[config.mk]
export PLATFORM = sky130hd
export DESIGN_NAME = pso_mult
export DESIGN_NICKNAME = d
export VERILOG_FILES = /design/src/pso_pkg.sv /design/src/pso_mult.sv
export SDC_FILE = /design/constraint.sdc
export NUM_CORES = 2
export LEC_CHECK = 0
export BUFFER_PORTS_ARGS = -buffer_cell sky130_fd_sc_hd__clkbuf_2
export CAP_MARGIN = 20
export CORE_ASPECT_RATIO = 0.8
export CORE_MARGIN = 5
export CORE_UTILIZATION = 50
export CTS_BUF_LIST = sky130_fd_sc_hd__clkbuf_8
export DETAILED_ROUTE_END_ITERATION = 10
export PLACE_DENSITY_LB_ADDON = 0.12
export SLEW_MARGIN = 20
export SYNTH_ARGS = -nofsm -noshare
export SYNTH_HDL_FRONTEND = slang
export SYNTH_SLANG_ARGS = --single-unit
[constraint.sdc]
create_clock -name clock -period 10.01 [get_ports clock]
set_input_delay 1.001 -clock clock [delete_from_list [all_inputs] [get_ports clock]]
set_output_delay 1.001 -clock clock [all_outputs]
set_load 0.01 [all_outputs]
[src/pso_pkg.sv]
`timescale 1ns / 1ps
// ----------------------------------------------------------------------------
// pso_pkg
// Shared widths, constants, codes and control types of the particle swarm
// update engine.
// ----------------------------------------------------------------------------
package pso_pkg;

   localparam int PARTICLES = 16;
   localparam int DIMS      = 8;
   localparam int PART_W    = 4;
   localparam int DIM_W     = 3;
   localparam int ADDR_W    = PART_W + DIM_W;
   localparam int SLOTS     = PARTICLES * DIMS;

   localparam int WORD_W    = 32;
   localparam int POS_W     = 19;
   localparam int GAIN_W    = 16;
   localparam int RAND_W    = 16;
   localparam int CSR_IDX_W = 2;

   // shared multiplier operands and product
   localparam int MUL_A_W   = 33;
   localparam int MUL_B_W   = 21;
   localparam int PROD_W    = MUL_A_W + MUL_B_W;
   localparam int ACC_W     = 38;
   localparam int SUM_W     = WORD_W + 1;
   localparam int T0_SHIFT  = 12;
   localparam int TX_SHIFT  = 44;
   localparam int TX_W      = PROD_W - TX_SHIFT;

   localparam logic signed [POS_W-1:0]  POS_LIMIT = 19'sd131072;
   localparam logic signed [POS_W-1:0]  POS_ONE   = 19'sd65536;
   localparam logic signed [WORD_W-1:0] WORD_MAX  = 32'sh7fff_ffff;
   localparam logic signed [WORD_W-1:0] WORD_MIN  = 32'sh8000_0000;
   localparam logic signed [WORD_W-1:0] COST_MAX  = WORD_MAX;

   localparam logic [GAIN_W-1:0] INERTIA_RESET = 16'd2048;
   localparam logic [GAIN_W-1:0] OWN_RESET     = 16'd6144;
   localparam logic [GAIN_W-1:0] SWARM_RESET   = 16'd10240;

   typedef enum logic [1:0] {
      ACT_LOAD = 2'd0,
      ACT_MOVE = 2'd1,
      ACT_COST = 2'd2
   } action_type;

   typedef enum logic [CSR_IDX_W-1:0] {
      CSR_INERTIA = 2'd0,
      CSR_OWN     = 2'd1,
      CSR_SWARM   = 2'd2
   } csr_index_type;

   typedef enum logic [3:0] {
      ST_IDLE,
      ST_WV,
      ST_KP,
      ST_TP,
      ST_KG,
      ST_TG,
      ST_SUM,
      ST_POS,
      ST_BNC,
      ST_CMP,
      ST_COPY,
      ST_CEND,
      ST_NUL
   } state_type;

   typedef enum logic [2:0] {
      MOP_WV,
      MOP_KP,
      MOP_TP,
      MOP_KG,
      MOP_TG
   } mop_type;

   typedef enum logic [1:0] {
      ACC_HOLD,
      ACC_T0,
      ACC_TX
   } acc_type;

   typedef enum logic [1:0] {
      RSP_NONE,
      RSP_MOVE,
      RSP_COST,
      RSP_ZERO
   } rsp_type;

   typedef struct packed {
      logic             take;
      logic             mul_en;
      mop_type          mop;
      acc_type          acc;
      logic             fin_sum;
      logic             fin_bnc;
      logic             cmp;
      logic             copy_rd;
      logic [DIM_W-1:0] copy_dim;
      rsp_type          rsp;
   } ctl_type;

endpackage

[src/pso_mult.sv]
`timescale 1ns / 1ps
// ----------------------------------------------------------------------------
// pso_mult
// Shared signed multiplier with a registered product, reused for every
// product of a move.
// ----------------------------------------------------------------------------
module pso_mult (
   input  logic                                 clock,
   input  logic                                 mul_en,
   input  logic signed [pso_pkg::MUL_A_W-1:0]   mul_a,
   input  logic signed [pso_pkg::MUL_B_W-1:0]   mul_b,
   output logic signed [pso_pkg::PROD_W-1:0]    prod
);

   logic signed [pso_pkg::PROD_W-1:0] prod_ff;
   logic signed [pso_pkg::PROD_W-1:0] prod_in;

   assign prod_in = pso_pkg::PROD_W'(mul_a) * pso_pkg::PROD_W'(mul_b);

   always_ff @(posedge clock) begin
      if (mul_en) begin
         prod_ff <= prod_in;
      end
   end

   assign prod = prod_ff;

endmodule

# After elaboration in Yosys (flattened, before gate mapping)
# Index checks and enable logic that the tools add are counted.
# word_totals
ff_bits	54
in_bits	56
word_cells	2
# op_classes
multipliers	1
# ops
op	n
33-bit by 21-bit multiplier with 54-bit output	1

# Longest topological paths before layout
# depth
word_depth	1
ltp_mapped	26
mapped_depth_nobuf	25

# Worst setup path after synthesis
# No wires, ideal clock.
# synth_path
path_type	input to register
startpoint	input port mul_a[32] (netlist bit)
endpoint	register prod_ff (netlist bit prod[53]), data pin
setup_time_ns	0.269
t_arrival_ns	7.578
slack_ns	2.162
path_stages	24
path_buffers	1
cell_sequence	clkbuf_1 > and2_1 > fa_1 > inv_1 > fa_1 > inv_1 > fa_1 > inv_1 > fa_1 > inv_1 > fa_1 > inv_1 > fa_1 > fa_1 > inv_1 > ha_1 > nand2_1 > or4_1 > nor3_1 > inv_1 > o2111a_1 > o31ai_1 > and4_1 > nor3_1
# synth_between
elab_chain_len	1
# synth_rtl
item	line	source
start, declared	pso_mult.sv:10	input logic signed [pso_pkg::MUL_A_W-1:0] mul_a,
33-bit by 21-bit multiplier with 54-bit output	pso_mult.sv:18	assign prod_in = pso_pkg::PROD_W'(mul_a) * pso_pkg::PROD_W'(mul_b);
via prod_in (one bit)	pso_mult.sv:16	logic signed [pso_pkg::PROD_W-1:0] prod_in;
end signal, assigned	pso_mult.sv:22	prod_ff <= prod_in;
end, declared	pso_mult.sv:15	logic signed [pso_pkg::PROD_W-1:0] prod_ff;
# The timed path passes the listed nets, and every way through them passes these cells.
# A chain may end at the register's enable or synchronous reset.

# Worst setup path in the final report
# layout_path
startpoint	input port mul_b[3] (netlist bit)
endpoint	register prod_ff (netlist bit prod[53]), data pin
# layout_between
elab_chain_len	1
# layout_rtl
item	line	source
start, declared	pso_mult.sv:11	input logic signed [pso_pkg::MUL_B_W-1:0] mul_b,
33-bit by 21-bit multiplier with 54-bit output	pso_mult.sv:18	
via prod_in (one bit)	pso_mult.sv:16	
# The timed path passes the listed nets, and every way through them passes these cells.

==> metrics.md <==
| Metric | Value |
|---|---|
| Outcome | `complete, no violations` |
| Drt pass-1 iters | `5` |
| Fmax | `approximately 0.12 GHz` |
| Main synth FF type | `edfxtp_1` |
| FF+latch count, synth | `between 50 and 60` |
| Seq/Total Area, Yosys | `under 10%` |
| Initial antenna violation count | `1` |
| CP max FO | `33` |
| CP endpoint kind | `flip-flop` |
| GRT overflow | `0` |
| H-tree depth | `2` |
| I/O pins | `110` |
| Die area | `about 57,000 µm²` |
| Most frequent cells in the layout | `inv_1, fa_1, nand2_1` |
| Max reg flops | `54` |
| DRC | `0` |
| Clock sinks | `54` |
| Root Driver | `clkbuf_8` |
| Post-synth EDFFs | `54` |
| Buffers on Ports | `approximately 110` |
| Synth Warn # | `0` |
| ANT nets after route | `0` |
| Post-Syn Nets | `3,738` |
| Max clock buf depth | `2` |
| Final Worst Setup Slack | `roughly 1500 ps` |
| Largest net degree at the start of global routing | `55` |
| Drt total wl | `between 70,000 and 80,000 µm` |
| Rows | `74` |
| Max Slew Vio Count | `0` |
| Worst EP arrival | `approximately 8600 ps` |
| Setup crit start kind | `primary input` |
| Placed wire-length estimate | `58,400 µm` |
| Netlist cell types | `52` |
| Unrepaired setup endpoints after global routing | `no` |
| Die X | `between 200 and 300 µm` |
| Worst slew margin | `a little under a third` |
| GRT Util Overall | `26.4%` |
| Fin crit share | `about 85%` |
| Most common cell after layout, fill and taps aside | `inv_1` |
| Setup CP Type | `primary input to flip-flop` |
| Initial Utilization | `50.8%` |
| Ys async rst share | `0%` |
| Vias in the first global route | `a little over 20,000` |
| Avg Inst Size Synth | `a little over 9 µm²` |
| Num CTS Buffers | `5` |
| Finished Core Util | `a little over half` |
| Routed vias/inst | `5.25` |
| Core ar. | `~51,000 µm²` |
| Place WS | `approximately 1200 ps` |
| Post-CTS Setup Inserts | `0` |
| Placer Congestion | `around 0.96` |
| Tmin final | `approximately 8500 ps` |
| Routed via count | `approximately 19,000` |
| Mapped cell area | `around 26,000 µm²` |
| Worst min path class | `primary input to flip-flop` |
| Synthesized instance count | `around 2,900` |
| Hold buffers post-CTS | `0` |
| First-pass GRT wire length | `about 120,000 µm` |
| Wire per inst | `20.6 µm` |
| Layout area overhead | `4.07%` |
| CTS clk-pin slew, worst paths | `100 ps` |
| Critical Path RT | `slightly above 10,000 ps` |
| Final setup fails | `0` |
| Initial drt markers | `~1,500` |
| Final Hold Viols | `0` |
| Slew @ Worst Pin | `1020 ps` |
| Diode count | `0` |
| Fin nets | `3,727` |
| Max_cap viols | `0` |
| Resized Gates After CTS | `0` |
| DIE HEIGHT | `around 210 µm` |
| Share of post-route cells with drive strength above 1 | `4.91%` |
| Setup TNS | `0 ps` |
| CTS tree | `done` |
==> layer usage <==
metal,GRT usage [%],wire (µm),vias up
li1,-,-,8092
met1,39.0,32500,9552
met2,37.9,30000,835
met3,9.45,8800,81
met4,5.54,1590,2
met5,0,7,-
==> cell usage after synthesis (2+ instances only) <==
| cell | count | area, µm² |
|---|---|---|
| a211oi_1 | 8 | 60.1 |
| a21boi_0 | 4 | 30.0 |
| a21o_1 | 19 | 143 |
| a21oi_1 | 58 | 290 |
| a221oi_1 | 4 | 35.0 |
| a22oi_1 | 2 | 15.0 |
| a311oi_1 | 2 | 17.5 |
| a31o_2 | 2 | 17.5 |
| a31oi_1 | 4 | 25.0 |
| and2_1 | 283 | 1770 |
| and3_1 | 3 | 18.8 |
| and4_1 | 2 | 17.5 |
| buf_1 | 6 | 22.5 |
| clkbuf_1 | 134 | 503 |
| edfxtp_1 | 54 | 1620 |
| fa_1 | 687 | 13800 |
| ha_1 | 135 | 1690 |
| inv_1 | 811 | 3040 |
| nand2_1 | 411 | 1540 |
| nand2b_1 | 9 | 56.3 |
| nand3_1 | 14 | 70.1 |
| nand4_1 | 5 | 31.3 |
| nor2_1 | 57 | 214 |
| nor2b_1 | 2 | 12.5 |
| nor3_1 | 9 | 45.0 |
| o211ai_1 | 3 | 22.5 |
| o21a_1 | 5 | 37.5 |
| o21ai_0 | 24 | 120 |
| o21ai_1 | 4 | 20.0 |
| o21bai_1 | 14 | 105 |
| o22ai_1 | 2 | 12.5 |
| o31ai_1 | 5 | 37.5 |
| or3_1 | 2 | 12.5 |
| or4_1 | 2 | 15.0 |
| xnor2_1 | 42 | 368 |
| xor2_1 | 16 | 140 |
==> path summary, 6_finish.rpt <==
check	startpoint	to	slack, ps	cells past startpoint
max	mul_b[3]	prod[53]$_DFFE_PP_	1480	24
min	mul_en	prod[16]$_DFFE_PP_	1310	2
==> worst max-delay path: stages <==
cell and delay (ps):
clkbuf_2 480, and2_1 400, fa_1 600, inv_1 130
fa_1 530, inv_1 90, fa_1 600, inv_1 300
fa_1 580, inv_1 60, fa_1 530, inv_1 50
fa_1 450, fa_1 510, inv_1 50, ha_1 350
nand2_1 110, or4_1 520, nor3_1 140, inv_1 70
o2111a_1 280, o31ai_1 430, and4_1 260, nor3_1 60
==> area by class of cell <==
class	instances	area (µm²)
fillers	4817	24200
clock buffers	5	68.8
well taps	684	856
repair buffers	124	658
flip-flops and latches	54	1620
multi-input cells	1852	20900
clock inverters	3	21.3
inverters	812	3050
==> cells by family after synthesis <==
group | after synthesis | share of synthesized area, %
compound gates | 171 | 4.30
simple gates | 801 | 14.6
flops | 54 | 6.21
fa+ha+maj | 822 | 59.2
xor+xnor | 58 | 1.95
buf+inv | 954 | 13.8
==> through the flow <==
stage / cells / cell area (µm²) / hold slack [ps]
global route: 3534 / 27200 / 1340
floorplan: 2860 / 26100 / 1110
detailed placement: 3526 / 27100 / 1420
CTS: 3534 / 27200 / 1310
global placement: 3526 / 27100 / 1420
finish: 3534 / 27200 / 1310
Power is left out: the tool's default activity adds up to more than one toggle a clock period on the data nets, which glitch-free logic cannot reach.
