[config.mk]
export PLATFORM = sky130hd
export DESIGN_NAME = pso_seq
export DESIGN_NICKNAME = d
export VERILOG_FILES = /design/src/pso_pkg.sv /design/src/pso_seq.sv
export SDC_FILE = /design/constraint.sdc
export NUM_CORES = 1
export LEC_CHECK = 0
export BUFFER_PORTS_ARGS = -buffer_cell sky130_fd_sc_hd__buf_2
export CAP_MARGIN = 10
export CORE_AREA = 2 2 39 41
export DETAILED_ROUTE_END_ITERATION = 7
export DIE_AREA = 0 0 41 43
export GPL_TIMING_DRIVEN = 0
export PLACE_DENSITY = 0.79
export SYNTH_ARGS = -nofsm -noshare
export SYNTH_HDL_FRONTEND = slang
export SYNTH_SLANG_ARGS = --single-unit
[constraint.sdc]
create_clock -name clock -period 2.95 [get_ports clock]
set_clock_uncertainty 0.1 [all_clocks]
set_input_delay 0.7375 -clock clock [delete_from_list [all_inputs] [get_ports clock]]
set_output_delay 0.7375 -clock clock [all_outputs]
set_load 0.01 [all_outputs]
[src/pso_pkg.sv]
`timescale 1ns / 1ps
// ----------------------------------------------------------------------------
// pso_pkg
// Shared widths, constants, codes and control types of the particle swarm
// update engine.
// ----------------------------------------------------------------------------
package pso_pkg;

   localparam int PARTICLES = 16;
   localparam int DIMS      = 8;
   localparam int PART_W    = 4;
   localparam int DIM_W     = 3;
   localparam int ADDR_W    = PART_W + DIM_W;
   localparam int SLOTS     = PARTICLES * DIMS;

   localparam int WORD_W    = 32;
   localparam int POS_W     = 19;
   localparam int GAIN_W    = 16;
   localparam int RAND_W    = 16;
   localparam int CSR_IDX_W = 2;

   // shared multiplier operands and product
   localparam int MUL_A_W   = 33;
   localparam int MUL_B_W   = 21;
   localparam int PROD_W    = MUL_A_W + MUL_B_W;
   localparam int ACC_W     = 38;
   localparam int SUM_W     = WORD_W + 1;
   localparam int T0_SHIFT  = 12;
   localparam int TX_SHIFT  = 44;
   localparam int TX_W      = PROD_W - TX_SHIFT;

   localparam logic signed [POS_W-1:0]  POS_LIMIT = 19'sd131072;
   localparam logic signed [POS_W-1:0]  POS_ONE   = 19'sd65536;
   localparam logic signed [WORD_W-1:0] WORD_MAX  = 32'sh7fff_ffff;
   localparam logic signed [WORD_W-1:0] WORD_MIN  = 32'sh8000_0000;
   localparam logic signed [WORD_W-1:0] COST_MAX  = WORD_MAX;

   localparam logic [GAIN_W-1:0] INERTIA_RESET = 16'd2048;
   localparam logic [GAIN_W-1:0] OWN_RESET     = 16'd6144;
   localparam logic [GAIN_W-1:0] SWARM_RESET   = 16'd10240;

   typedef enum logic [1:0] {
      ACT_LOAD = 2'd0,
      ACT_MOVE = 2'd1,
      ACT_COST = 2'd2
   } action_type;

   typedef enum logic [CSR_IDX_W-1:0] {
      CSR_INERTIA = 2'd0,
      CSR_OWN     = 2'd1,
      CSR_SWARM   = 2'd2
   } csr_index_type;

   typedef enum logic [3:0] {
      ST_IDLE,
      ST_WV,
      ST_KP,
      ST_TP,
      ST_KG,
      ST_TG,
      ST_SUM,
      ST_POS,
      ST_BNC,
      ST_CMP,
      ST_COPY,
      ST_CEND,
      ST_NUL
   } state_type;

   typedef enum logic [2:0] {
      MOP_WV,
      MOP_KP,
      MOP_TP,
      MOP_KG,
      MOP_TG
   } mop_type;

   typedef enum logic [1:0] {
      ACC_HOLD,
      ACC_T0,
      ACC_TX
   } acc_type;

   typedef enum logic [1:0] {
      RSP_NONE,
      RSP_MOVE,
      RSP_COST,
      RSP_ZERO
   } rsp_type;

   typedef struct packed {
      logic             take;
      logic             mul_en;
      mop_type          mop;
      acc_type          acc;
      logic             fin_sum;
      logic             fin_bnc;
      logic             cmp;
      logic             copy_rd;
      logic [DIM_W-1:0] copy_dim;
      rsp_type          rsp;
   } ctl_type;

endpackage

[src/pso_seq.sv]
`timescale 1ns / 1ps
// ----------------------------------------------------------------------------
// pso_seq
// Sequencer: walks a move through the shared multiplier, a cost report
// through its compare and row copy, and raises the response strobe.
// ----------------------------------------------------------------------------
module pso_seq (
   input  logic                 clock,
   input  logic                 reset,
   input  logic                 start,
   input  pso_pkg::action_type  action,
   input  logic                 any_hit,
   output logic                 busy,
   output pso_pkg::ctl_type     ctl
);

   pso_pkg::state_type            state_ff;
   pso_pkg::state_type            state_in;
   logic [pso_pkg::DIM_W-1:0]     cnt_ff;
   logic [pso_pkg::DIM_W-1:0]     cnt_in;
   logic                          take;
   logic                          cnt_last;

   assign take     = start && (state_ff == pso_pkg::ST_IDLE);
   assign cnt_last = (cnt_ff == pso_pkg::DIM_W'(pso_pkg::DIMS - 1));
   assign busy     = (state_ff != pso_pkg::ST_IDLE);

   always_ff @(posedge clock) begin
      if (reset) begin
         state_ff <= pso_pkg::ST_IDLE;
         cnt_ff   <= '0;
      end else begin
         state_ff <= state_in;
         cnt_ff   <= cnt_in;
      end
   end

   // next state
   always_comb begin
      state_in = state_ff;
      unique case (state_ff)
         pso_pkg::ST_IDLE: begin
            if (take) begin
               case (action)
                  pso_pkg::ACT_LOAD: state_in = pso_pkg::ST_BNC;
                  pso_pkg::ACT_MOVE: state_in = pso_pkg::ST_WV;
                  pso_pkg::ACT_COST: state_in = pso_pkg::ST_CMP;
                  default:           state_in = pso_pkg::ST_NUL;
               endcase
            end
         end
         pso_pkg::ST_WV:   state_in = pso_pkg::ST_KP;
         pso_pkg::ST_KP:   state_in = pso_pkg::ST_TP;
         pso_pkg::ST_TP:   state_in = pso_pkg::ST_KG;
         pso_pkg::ST_KG:   state_in = pso_pkg::ST_TG;
         pso_pkg::ST_TG:   state_in = pso_pkg::ST_SUM;
         pso_pkg::ST_SUM:  state_in = pso_pkg::ST_POS;
         pso_pkg::ST_POS:  state_in = pso_pkg::ST_BNC;
         pso_pkg::ST_BNC:  state_in = pso_pkg::ST_IDLE;
         pso_pkg::ST_CMP:  state_in = any_hit ? pso_pkg::ST_COPY : pso_pkg::ST_CEND;
         pso_pkg::ST_COPY: state_in = cnt_last ? pso_pkg::ST_CEND : pso_pkg::ST_COPY;
         pso_pkg::ST_CEND: state_in = pso_pkg::ST_IDLE;
         pso_pkg::ST_NUL:  state_in = pso_pkg::ST_IDLE;
         default:          state_in = pso_pkg::ST_IDLE;
      endcase
   end

   assign cnt_in = (state_ff == pso_pkg::ST_COPY) ? cnt_ff + 1'b1 : '0;

   // outputs
   always_comb begin
      ctl          = '0;
      ctl.take     = take;
      ctl.mop      = pso_pkg::MOP_WV;
      ctl.acc      = pso_pkg::ACC_HOLD;
      ctl.rsp      = pso_pkg::RSP_NONE;
      ctl.copy_dim = cnt_ff;
      unique case (state_ff)
         pso_pkg::ST_IDLE: ;
         pso_pkg::ST_WV: begin
            ctl.mul_en = 1'b1;
            ctl.mop    = pso_pkg::MOP_WV;
         end
         pso_pkg::ST_KP: begin
            ctl.mul_en = 1'b1;
            ctl.mop    = pso_pkg::MOP_KP;
            ctl.acc    = pso_pkg::ACC_T0;
         end
         pso_pkg::ST_TP: begin
            ctl.mul_en = 1'b1;
            ctl.mop    = pso_pkg::MOP_TP;
         end
         pso_pkg::ST_KG: begin
            ctl.mul_en = 1'b1;
            ctl.mop    = pso_pkg::MOP_KG;
            ctl.acc    = pso_pkg::ACC_TX;
         end
         pso_pkg::ST_TG: begin
            ctl.mul_en = 1'b1;
            ctl.mop    = pso_pkg::MOP_TG;
         end
         pso_pkg::ST_SUM:  ctl.acc = pso_pkg::ACC_TX;
         pso_pkg::ST_POS:  ctl.fin_sum = 1'b1;
         pso_pkg::ST_BNC: begin
            ctl.fin_bnc = 1'b1;
            ctl.rsp     = pso_pkg::RSP_MOVE;
         end
         pso_pkg::ST_CMP:  ctl.cmp = 1'b1;
         pso_pkg::ST_COPY: ctl.copy_rd = 1'b1;
         pso_pkg::ST_CEND: ctl.rsp = pso_pkg::RSP_COST;
         pso_pkg::ST_NUL:  ctl.rsp = pso_pkg::RSP_ZERO;
         default: ;
      endcase
   end

endmodule

### Word level (Yosys, flattened, before mapping)

Index checks and enable logic that the tools add are counted.

* input port bits: 6
* bits in writable memories: 0
* output and inout port bits: 17
* memories: 0
* register bits: 7
* memory bits (read-only): 0
* bits in latches: 0

* multiplexer cells: 12
* bitwise gates (word level): 1
* multipliers: 0
* div/mod/pow operators: 0
* magnitude comparators: 0
* equality and inequality tests: 16
* shifts and indexed selects: 0
* add/subtract/negate cells: 1
* reductions and logical operators: 6

Operator list (number)
* $pmux W4 S10: 1
* $eq A4 B4 Y1 const B: 5
* $pmux W4 S5: 1
* $eq A4 B3 Y1 const B: 4
* $pmux W4 S3: 1
* $eq A4 B2 Y1 const B: 2
* $mux W1: 6
* $pmux W2 S3: 1
* $eq A4 B1 Y1 const B: 1
* $logic_not A4 Y1: 1
* $mux W4: 1
* $pmux W2 S2: 1
* $reduce_bool A4 Y1: 1
* $reduce_or A2 Y1: 2
* $add A3 B1 Y3 const B: 1
* $eq A3 B3 Y1 const B: 1
* $eq A2 B1 Y1 const B: 1
* $eq A2 B2 Y1 const B: 1
* $logic_not A2 Y1: 1
* $ne A2 B2 Y1 const B: 1
* $logic_and A1 B1 Y1: 1
* $not A1 Y1: 1

### Depth between registers and ports, before layout

* word-level depth: 4
* gate-level depth with buffers: 5

### Least setup slack after synthesis

OpenSTA, ideal clock, no wires.

* path type: register to output
* start point: reg state_ff[1]
* end point: out ctl[15] in the netlist's numbering
* buffers on the path: 1
* cell stages (with the launch flop): 4
* data required time: 2112 ps
* data arrival time: 1103 ps
* slack: 1010 ps
* cell sequence: dfxtp_1 > or4_4 > nor2_1 > buf_4

* word-level cells in the longest chain between the ends: 2

Ends and longest elaborated chain
* from (decl): RTL line pso_seq.sv:17 `pso_pkg::state_type state_ff;`
* from (signal assigned): RTL line pso_seq.sv:30 `state_ff <= pso_pkg::ST_IDLE;`
* from (signal assigned): RTL line pso_seq.sv:33 `state_ff <= state_in;`
* $logic_not A4 Y1: RTL line pso_seq.sv:24 `assign take = start && (state_ff == pso_pkg::ST_IDLE);`
* $logic_and A1 B1 Y1: RTL line pso_seq.sv:24
* to (decl): RTL line pso_seq.sv:14 `output pso_pkg::ctl_type ctl`

Every way passes these cells.

### Worst setup path after layout

Same ends and word-level chain as after synthesis.

==> reports/summary.txt <==
Syn Std Cell Area: 539 um2
Final setup viols: 0
slew margin rel.: 0.820
clk_lat worst skew: 250 ps
I/O Buffers: 22
Crit Path Class: register to output pin
fmax: 434 MHz
share of the synthesized area in the top cell type: 0.260
drt first pass iters: 4
syn nets: 75
GRT overflow: 0
pin count of the biggest net entering global routing: 11
Die Y: 43 um
first-pass GRT wire length: 1770 um
commonest non-fill, non-tap cells in the layout: 26 x buf_2, 10 x nor2_1, 7 x dfxtp_1
Via density: 5.06
post-synthesis sequential area ratio: 0.260
io pins: 23
Routed wire per std cell: 10.6 um
Reg clk slew, reported paths: 50 ps
via count: 541
CP max FO: 6
root buffer cell: clkbuf_4
clock buffer count from CTS: 3
Pins Over Slew Limit: 0
Worst-Margin Slew: 271 ps
# hold bufs at CTS: 0
starting density of the core: 0.390
core area: 1380 um2
Post-DRT Antenna Nets: 0
Distinct cells, synth: 30
Antenna diodes: 0
Routed WL: 1140 um
CP endpoint kind: output pin
unrepaired setup endpoints after global routing: false
drt initial violations: 5
Post-synth EDFFs: 0
post-cts sizing count: 0
post-CTS setup buffer count: 0
dpl cell area: 669 um2
CTS sink count: 7
Tcrit/Tclk final: 0.781
Synth-to-Final Area Change: 29.0%
initial antenna violation count: 0
Final Hold Vio Count: 0
P per Cell Area: 1000 nW/um2
final instance area: 696 um2
RD Place Congestion: 0.753
FP Rows: 14
area leader, netlist: dfxtp_1
layout cell share with drive strength beyond 1: 0.385
Overall Global Routing Usage: 0.142
Synth Instances: 65
H-tree depth: 1
TNS Setup: 0 ps
CTS tree: built
top cells by area, synth: dfxtp_1 26%, ha_1 9.3%, nor2_1 7.0%, buf_2 3.7%, o21bai_4 3.5%
number of synthesized register bits: 7
Remaining DRCs: 0
CTS max path bufs: 2
status: completed
vias in the first global route: 462
final net count: 102
Startpoint Class: register
commonest non-fill, non-tap cell in the layout: buf_2
max cap viols: 0
P_leak: 0.384 nW
full die area: 1760 um2
Horiz. Die Dim: 41 um
FFs w/ async S/R, synth: 0
Max rail drop VDD: 0.000452 V
number of synthesis warnings: 0
DP HPWL: 881 um
Tightest Hold Check Type: register to register
Required @ worst endpoint: 2110 ps
crit path DAT: 1470 ps
post-layout min period: 2310 ps
ys flop type: dfxtp_1
Mean Syn Cell Area: 8.30 um2
==> state kept, by name, summed over array words and instances, names as in the netlist <==
register and flops:
cnt_ff 3, state_ff 4
==> power by group <==
group          leakage, nW  internal (mW)  switching (mW)
combinational        0.312          0.215           0.254
sequential          0.0569          0.120          0.0233
clock               0.0150         0.0515          0.0329
total                0.384          0.386           0.310
==> through the flow <==
| step | hold slack [ps] | total power, mW | setup slack, ps | utilization | cells |
|---|---|---|---|---|---|
| after floorplan | 364 | 0.484 | 1010 | - | 65 |
| after global placement | 344 | 0.605 | 927 | 0.484 | 103 |
| after detailed placement | 345 | 0.614 | 900 | 0.484 | 103 |
| after CTS | 355 | 0.702 | 627 | 0.503 | 107 |
| after global routing | 362 | 0.751 | 559 | 0.503 | 107 |
| final | 350 | 0.696 | 645 | 0.503 | 107 |
==> metal layers <==
metal | share of wire | global-route usage | routed length [um]
met1 | 0.45 | 0.188 | 509
met2 | 0.47 | 0.213 | 539
met3 | 0.063 | 0.0157 | 72
met4 | 0.016 | 0.0800 | 18
met5 | 0 | 0 | 0
==> worst max-delay path, stage by stage, from the launching register on <==
cell,delay [ps]
dfxtp_1,350
or4_4,560
nor2_1,100
buf_4,100
buf_2,110
==> synth_stat cells (2+ instances only) <==
library cell / number
ha_1: 4
nor2_1: 10
dfxtp_1: 7
xnor2_1: 2
inv_1: 4
and2_1: 2
nor3_1: 2
a21oi_1: 3
nand2_1: 4
buf_2: 4
a211oi_1: 2
nand2b_1: 2
nor2b_1: 2
==> final timing paths <==
kind                                   from           to  slack, ps  depth (start not counted)
worst max register to register  state_ff[3]  state_ff[2]       1550                          4
worst min-delay path              cnt_ff[0]    cnt_ff[0]        350                          1
worst max-delay path            state_ff[1]      ctl[15]        640                          4
worst min register to register    cnt_ff[0]    cnt_ff[0]        350                          1
==> logic make-up (layout without fill, tap and decap cells) <==
logic type | Yosys count | in the layout | share of synthesized area
simple gates | 30 | 30 | 0.318
flops | 7 | 7 | 0.260
compound gates | 12 | 12 | 0.197
fa+ha+maj | 4 | 4 | 0.0928
xor+xnor | 2 | 2 | 0.0325
buf+inv | 10 | 36 | 0.0998
==> area by class of cell <==
class	instances	area, um2
tap	16	20.0
sequential	7	140
multi-input combinational	48	345
timing repair buffer	22	110
fill	138	688
buffer	6	38.8
clock buffer	4	26.3
inverter	4	15.0
Power figures use the tool's default switching activity.
